<file path="config.mk">
export PLATFORM = sky130hd
export DESIGN_NAME = epdpc_ctrl
export DESIGN_NICKNAME = d
export VERILOG_FILES = /design/src/rtl/core/epdpc_pkg.sv /design/src/rtl/core/epdpc_ctrl.sv
export SDC_FILE = /design/constraint.sdc
export NUM_CORES = 1
export LEC_CHECK = 0
export ABC_CLOCK_PERIOD_IN_PS = 4900
export BUFFER_PORTS_ARGS = -buffer_cell sky130_fd_sc_hd__buf_4
export CORE_AREA = 3 3 68 70
export CTS_CLUSTER_SIZE = 14
export DETAILED_ROUTE_END_ITERATION = 7
export DIE_AREA = 0 0 71 73
export SETUP_SLACK_MARGIN = 0.3
export SYNTH_ARGS = -nofsm -noshare
export SYNTH_HDL_FRONTEND = slang
export SYNTH_SLANG_ARGS = --single-unit
export TNS_END_PERCENT = 30
</file>
<file path="constraint.sdc">
create_clock -name aclk -period 4.9 [get_ports aclk]
set_clock_uncertainty 0.15 [all_clocks]
set_input_delay 0 -clock aclk [delete_from_list [all_inputs] [get_ports aclk]]
set_output_delay 0 -clock aclk [all_outputs]
set_load 0.02 [all_outputs]
</file>
<file path="src/rtl/core/epdpc_pkg.sv">
package epdpc_pkg;

    localparam int CountW = 32;
    localparam int AngleW = 32;

    // configuration register indexes
    localparam logic [2:0] CFG_INTERVAL = 3'd0;
    localparam logic [2:0] CFG_DPC      = 3'd1;
    localparam logic [2:0] CFG_ALPHA    = 3'd2;
    localparam logic [2:0] CFG_GAIN_P   = 3'd3;
    localparam logic [2:0] CFG_GAIN_D   = 3'd4;
    localparam logic [2:0] CFG_MAX_PWM  = 3'd5;

    localparam logic [15:0] RST_INTERVAL = 16'd3000;
    localparam logic [23:0] RST_DPC      = 24'd451270;
    localparam logic [16:0] RST_ALPHA    = 17'd3277;
    localparam logic [23:0] RST_GAIN_P   = 24'd179200;
    localparam logic [23:0] RST_GAIN_D   = 24'd12800;
    localparam logic [7:0]  RST_MAX_PWM  = 8'd200;
    localparam logic [16:0] ALPHA_ONE    = 17'd65536;

    // microseconds per second, as a multiplier operand
    localparam logic signed [24:0] US_PER_S = 25'sd1000000;

    typedef enum logic [2:0] {
        MUL_ANG = 3'd0,
        MUL_P   = 3'd1,
        MUL_D   = 3'd2,
        MUL_VEL = 3'd3,
        MUL_LO  = 3'd4,
        MUL_HI  = 3'd5,
        MUL_FLT = 3'd6
    } mul_sel_t;

    typedef struct packed {
        logic     capture;
        logic     dc_ld;
        mul_sel_t mul_sel;
        logic     angle_ld;
        logic     err_ld;
        logic     dif_ld;
        logic     acc_ld;
        logic     acc_add;
        logic     drive_ld;
        logic     mag_ld;
        logic     num_ld;
        logic     num_add;
        logic     div_init;
        logic     div_step;
        logic     raw_ld;
        logic     fdiff_ld;
        logic     filt_ld;
        logic     out_ld;
    } cmd_t;

    typedef struct packed {
        logic vel_run;
    } status_t;

    function automatic logic signed [31:0] sat32(input logic signed [63:0] v);
        logic signed [31:0] r;
        if (v > 64'sh0000_0000_7FFF_FFFF) begin
            r = 32'sh7FFF_FFFF;
        end else if (v < -64'sh0000_0000_8000_0000) begin
            r = 32'sh8000_0000;
        end else begin
            r = v[31:0];
        end
        return r;
    endfunction

endpackage

</file>
<file path="src/rtl/core/epdpc_ctrl.sv">
module epdpc_ctrl (
    input  logic                aclk,
    input  logic                aresetn,
    input  logic                s_tvalid,
    output logic                s_tready,
    output logic                m_tvalid,
    input  logic                m_tready,
    input  epdpc_pkg::status_t  status,
    output epdpc_pkg::cmd_t     cmd
);

    typedef enum logic [20:0] {
        S_IDLE  = 21'd1 << 0,
        S_ANG   = 21'd1 << 1,
        S_ANGW  = 21'd1 << 2,
        S_ERR   = 21'd1 << 3,
        S_PMUL  = 21'd1 << 4,
        S_DMUL  = 21'd1 << 5,
        S_PACC  = 21'd1 << 6,
        S_DRV   = 21'd1 << 7,
        S_VMUL  = 21'd1 << 8,
        S_VMAG  = 21'd1 << 9,
        S_VLO   = 21'd1 << 10,
        S_VHI   = 21'd1 << 11,
        S_VSUM  = 21'd1 << 12,
        S_DINIT = 21'd1 << 13,
        S_DIV   = 21'd1 << 14,
        S_RAW   = 21'd1 << 15,
        S_FDIF  = 21'd1 << 16,
        S_FMUL  = 21'd1 << 17,
        S_FADD  = 21'd1 << 18,
        S_DONE  = 21'd1 << 19,
        S_SPARE = 21'd1 << 20
    } state_t;

    state_t     state_reg, state_next;
    logic [4:0] div_cnt_reg, div_cnt_next;
    logic       m_tvalid_reg, m_tvalid_next;

    assign s_tready = (state_reg == S_IDLE);
    assign m_tvalid = m_tvalid_reg;

    always_comb begin
        state_next    = state_reg;
        div_cnt_next  = div_cnt_reg;
        m_tvalid_next = m_tvalid_reg;
        cmd           = '0;
        cmd.mul_sel   = epdpc_pkg::MUL_ANG;
        if (m_tvalid_reg && m_tready) begin
            m_tvalid_next = 1'b0;
        end
        unique case (state_reg)
            S_IDLE: begin
                if (s_tvalid) begin
                    cmd.capture = 1'b1;
                    state_next  = S_ANG;
                end
            end
            S_ANG: begin
                cmd.dc_ld   = 1'b1;
                cmd.mul_sel = epdpc_pkg::MUL_ANG;
                state_next  = S_ANGW;
            end
            S_ANGW: begin
                cmd.angle_ld = 1'b1;
                state_next   = S_ERR;
            end
            S_ERR: begin
                cmd.err_ld = 1'b1;
                state_next = S_PMUL;
            end
            S_PMUL: begin
                cmd.mul_sel = epdpc_pkg::MUL_P;
                cmd.dif_ld  = 1'b1;
                state_next  = S_DMUL;
            end
            S_DMUL: begin
                cmd.mul_sel = epdpc_pkg::MUL_D;
                cmd.acc_ld  = 1'b1;
                state_next  = S_PACC;
            end
            S_PACC: begin
                cmd.acc_add = 1'b1;
                state_next  = S_DRV;
            end
            S_DRV: begin
                cmd.drive_ld = 1'b1;
                state_next   = status.vel_run ? S_VMUL : S_DONE;
            end
            S_VMUL: begin
                cmd.mul_sel = epdpc_pkg::MUL_VEL;
                state_next  = S_VMAG;
            end
            S_VMAG: begin
                cmd.mag_ld = 1'b1;
                state_next = S_VLO;
            end
            S_VLO: begin
                cmd.mul_sel = epdpc_pkg::MUL_LO;
                state_next  = S_VHI;
            end
            S_VHI: begin
                cmd.mul_sel = epdpc_pkg::MUL_HI;
                cmd.num_ld  = 1'b1;
                state_next  = S_VSUM;
            end
            S_VSUM: begin
                cmd.num_add = 1'b1;
                state_next  = S_DINIT;
            end
            S_DINIT: begin
                cmd.div_init = 1'b1;
                div_cnt_next = 5'd30;
                state_next   = S_DIV;
            end
            S_DIV: begin
                cmd.div_step = 1'b1;
                if (div_cnt_reg == 5'd0) begin
                    state_next = S_RAW;
                end else begin
                    div_cnt_next = div_cnt_reg - 5'd1;
                end
            end
            S_RAW: begin
                cmd.raw_ld = 1'b1;
                state_next = S_FDIF;
            end
            S_FDIF: begin
                cmd.fdiff_ld = 1'b1;
                state_next   = S_FMUL;
            end
            S_FMUL: begin
                cmd.mul_sel = epdpc_pkg::MUL_FLT;
                state_next  = S_FADD;
            end
            S_FADD: begin
                cmd.filt_ld = 1'b1;
                state_next  = S_DONE;
            end
            S_DONE: begin
                // hold the result until the output register is free
                if (!m_tvalid_reg || m_tready) begin
                    cmd.out_ld    = 1'b1;
                    m_tvalid_next = 1'b1;
                    state_next    = S_IDLE;
                end
            end
            default: begin
                state_next = S_IDLE;
            end
        endcase
    end

    always_ff @(posedge aclk) begin
        if (!aresetn) begin
            state_reg    <= S_IDLE;
            div_cnt_reg  <= '0;
            m_tvalid_reg <= 1'b0;
        end else begin
            state_reg    <= state_next;
            div_cnt_reg  <= div_cnt_next;
            m_tvalid_reg <= m_tvalid_next;
        end
    end

endmodule

</file>
==> key figures <==
Synth
  • Share of synthesized registers carrying an async set or reset: 0
  • Leading cell types by total area after synthesis: sky130_fd_sc_hd__dfxtp_1 (32%), sky130_fd_sc_hd__nor4_4 (6.5%), sky130_fd_sc_hd__nor2_1 (5.5%), sky130_fd_sc_hd__nor3_1 (4.3%), sky130_fd_sc_hd__xor2_1 (4.3%)
  • Instance count of the mapped netlist: 187
  • Mean instance size in the synthesized netlist: 8.71 sq um
  • Register bit total from synthesis: 26
  • Number of synthesized flops with an enable pin: 0
  • Synth Flop Type: sky130_fd_sc_hd__dfxtp_1
  • Net Count, Synth: 194
  • Portion of synthesized cell area occupied by the leading cell type: 0.320
  • Number of distinct standard cells referenced by the synthesized netlist: 47
  • Library cell occupying the most area in the post-synthesis netlist: sky130_fd_sc_hd__dfxtp_1
  • Post-synth design cell area: 1630 sq um
  • Warnings, synthesis: 0
  • Register area share after synthesis: 0.320

Worst setup path
  • Launch instance of the worst register-to-register path: state_reg[8]
  • Family with the most delay on the worst path: simple AND/OR/NAND/NOR gates
  • CP max stage delay: 0.73 ns
  • Capture point of the critical path: state_reg[8]
  • Register-to-Register Setup Slack: 2.09 ns
  • End of the worst register-to-register path: state_reg[8]
  • Startpoint of the worst setup timing path: state_reg[8]
  • Critical path class: reg -> reg
  • Crit-path max FO: 7
  • Worst path slowest cell: sky130_fd_sc_hd__or4_1
  • Critical Path Sink Type: flip-flop
  • Sequence of cells on the critical path: or4_1, nor4_2, nand2_1, nor3b_2, and3_1, dlygate4sd3_1
  • Number of cells on the worst reg-to-reg path: 6
  • Buf/Inv on CP: 1
  • Number of gates on the worst path with buffers counted: 6
  • Endpoint required time on the critical path: 4.97 ns
  • Startpoint Class: flip-flop
  • Data arrival time at the worst-slack endpoint: 2.88 ns

Clock network
  • Number of instances resized during post-cts repair: 0
  • CTS clk-pin slew, worst paths: 0.09 ns
  • Sink count of the clock tree: 26
  • Clock H-tree levels: 1
  • Cell chosen for the clock root: sky130_fd_sc_hd__clkbuf_8
  • Total clock buffers created by CTS: 3
  • Clock insertion delay at the later pin of the skew report: 0.28 ns
  • Max Buffers Root-to-Sink: 2
  • Total setup buffers inserted after CTS: 0
  • CTS hold repair buffers: 4
  • TritonCTS clock tree: done

Timing
  • Setup violation total in the final timing report: 0
  • Top achievable clock speed: 356 MHz
  • Worst setup slack after layout: 2.09 ns
  • Final Cycle Share: 0.573
  • Slew margin rel.: 0.585
  • Fin crit period: 2.81 ns
  • Post-Route Setup TNS: 0 ns
  • Measured slew at the worst slew-check pin: 0.618 ns
  • Final Max Slew Viols: 0
  • Smallest hold slack: 0.0376 ns
  • Unrepaired setup endpoints after global routing: false
  • Final hold violations: 0

Global route
  • Total global-route track usage: 0.157
  • Maximum number of pins on one net before global-route repair: 16
  • Global-route wire length before repair: 6490 um
  • Antenna violations before repair: 0
  • Remaining global-route overflow: 0
  • Via count of the first global-routing pass: 1404

Placed design
  • HPWL after DPL: 3030 um
  • Final weighted congestion in routability-driven placement: 0.874
  • Number of input and output port buffers inserted: 26
  • Cell Count Post-Placement: 253
  • Post-placement setup slack: 2.28 ns

Routing
  • First-pass iteration count of the detailed router: 4
  • Post-detailed-route wirelength per cell: 15.1 um
  • First DRT Iteration DRCs: 69
  • Number of vias per cell after detailed routing: 5.70
  • Total wire length after detailed routing: 3950 um
  • Number of nets with antenna violations after routing: 0
  • DRC: 0
  • Total via count after detailed routing: 1487

Floorplanning
  • Initial Utilization: 0.404
  • Die Wd: 71 um
  • Area of the core region: 4030 sq um
  • Site row count: 23
  • Num ports: 27
  • Area of the die: 5180 sq um
  • Die boundary height: 73 um

Layout
  • Storage element area: 520 sq um
  • Diodes inserted: 0
  • Count of filler cells inserted in the layout: 393
  • Area taken by multi-input logic gates: 1000 sq um
  • Number of flip-flops under the largest register name: 20
  • Number of nets at the end of the flow: 219
  • Area added between synthesis and finish: 19.0%
  • Final Non-Filler Cells: 261
  • Fraction of final layout cells sized beyond drive strength 1: 0.232

Flow run
  • # Max-Cap Violations: 0

Pwr
  • Maximum vdd drop: 0.161 mV
  • LEAKAGE: 0.864 nW
  • Power density over the cells: 341 nW/um^2
  • Power after layout: 0.000662 W

Status
  • Outcome: finished, final reports clean

Hold path
  • Worst min path class: in -> reg
  • Critical hold path startpoint: s_tvalid
## stage by stage
step                       util  cell area [sq um]
after detailed placement  0.454               1830
after global placement    0.454               1830
after CTS                 0.481               1940
after global routing      0.481               1940
after floorplan               -               1630
final                     0.481               1940
## synth_stat cells (all sizes together), types with 4 or more instances
master	count
dfxtp	26
nand4	5
o21a	4
buf	9
nor2	24
nor3	15
nand2	4
xor2	8
nor4	12
or3	6
nor4b	6
or2	4
inv	12
nand3	10
nand3b	4
or4	5
## worst reg2reg max path: cells and delay by family, from the launching register on
family | cells | cell delay [ns]
buffers and inverters | 1 | 0.55
flip-flops | 1 | 0.39
AND/OR/NAND/NOR | 5 | 1.67
## cell families (layout without fill, tap and decap cells)
family	Yosys count	in the layout	share of synthesized area
flip-flops	26	26	0.320
buffers and inverters	22	46	0.0637
AND/OR/NAND/NOR	109	109	0.462
adder cells (fa/ha/maj)	2	2	0.0154
AO/OA/AOI/OAI	17	17	0.0807
XOR/XNOR	11	11	0.0591
## cell type report
type	count	share of cell area
clock inverters	1	0.0155
flip-flops and latches	26	0.268
inverters	12	0.0232
repair buffers	30	0.121
multi-input cells	139	0.518
clock buffers	3	0.0213
well taps	50	0.0323
## layer usage
layer  up-vias  part of all wire  GRT usage  wire length (um)
li1        732                 -          -                 -
met1       696              0.44      0.194              1750
met2        52              0.49      0.282              1950
met3         7             0.049     0.0234               193
met4         0             0.015     0.0438                58
met5         -                 0          0                 0
## cells in the final DEF (no fill, tap or decap), types with 2 or more instances in the layout
cell type,synthesis,routed
sky130_fd_sc_hd__a21oi_1,2,2
sky130_fd_sc_hd__xor2_1,8,8
sky130_fd_sc_hd__nor4_1,4,4
sky130_fd_sc_hd__dfxtp_1,26,26
sky130_fd_sc_hd__buf_4,2,26
sky130_fd_sc_hd__nor4_2,3,3
sky130_fd_sc_hd__nand4b_1,3,3
sky130_fd_sc_hd__or2_2,3,3
sky130_fd_sc_hd__or4_1,4,4
sky130_fd_sc_hd__ha_1,2,2
sky130_fd_sc_hd__or3_1,6,6
sky130_fd_sc_hd__nand3b_1,4,4
sky130_fd_sc_hd__nor2_1,24,24
sky130_fd_sc_hd__dlygate4sd3_1,0,4
sky130_fd_sc_hd__nor4_4,5,5
sky130_fd_sc_hd__inv_1,12,12
sky130_fd_sc_hd__nor4b_1,4,4
sky130_fd_sc_hd__o22ai_1,3,3
sky130_fd_sc_hd__nor4b_2,2,2
sky130_fd_sc_hd__nand4_1,5,5
sky130_fd_sc_hd__and3_1,3,3
sky130_fd_sc_hd__nand3_1,9,9
sky130_fd_sc_hd__nand2b_1,2,2
sky130_fd_sc_hd__clkbuf_8,0,3
sky130_fd_sc_hd__nand2_1,4,4
sky130_fd_sc_hd__nor3b_2,2,2
sky130_fd_sc_hd__xnor2_1,3,3
sky130_fd_sc_hd__o21a_1,4,4
sky130_fd_sc_hd__nor3_1,14,14
## worst min-delay path by stage
stage	endpoint	cells past startpoint
floorplan	state_reg[8]	1
finish	state_reg[14]	3
global placement	div_cnt_reg[4]	2
detailed placement	state_reg[8]	2
global route	state_reg[14]	3
CTS	state_reg[14]	3
## power by group
group / total, W / leakage (nW) / switching [W] / internal [W]
combinational: 0.000233 / 0.619 / 0.000139 / 0.0000935
clock: 0.000183 / 0.0357 / 0.0000731 / 0.000109
sequential: 0.000246 / 0.210 / 0.0000244 / 0.000222
Note: power is estimated with default switching activity, not from simulation.
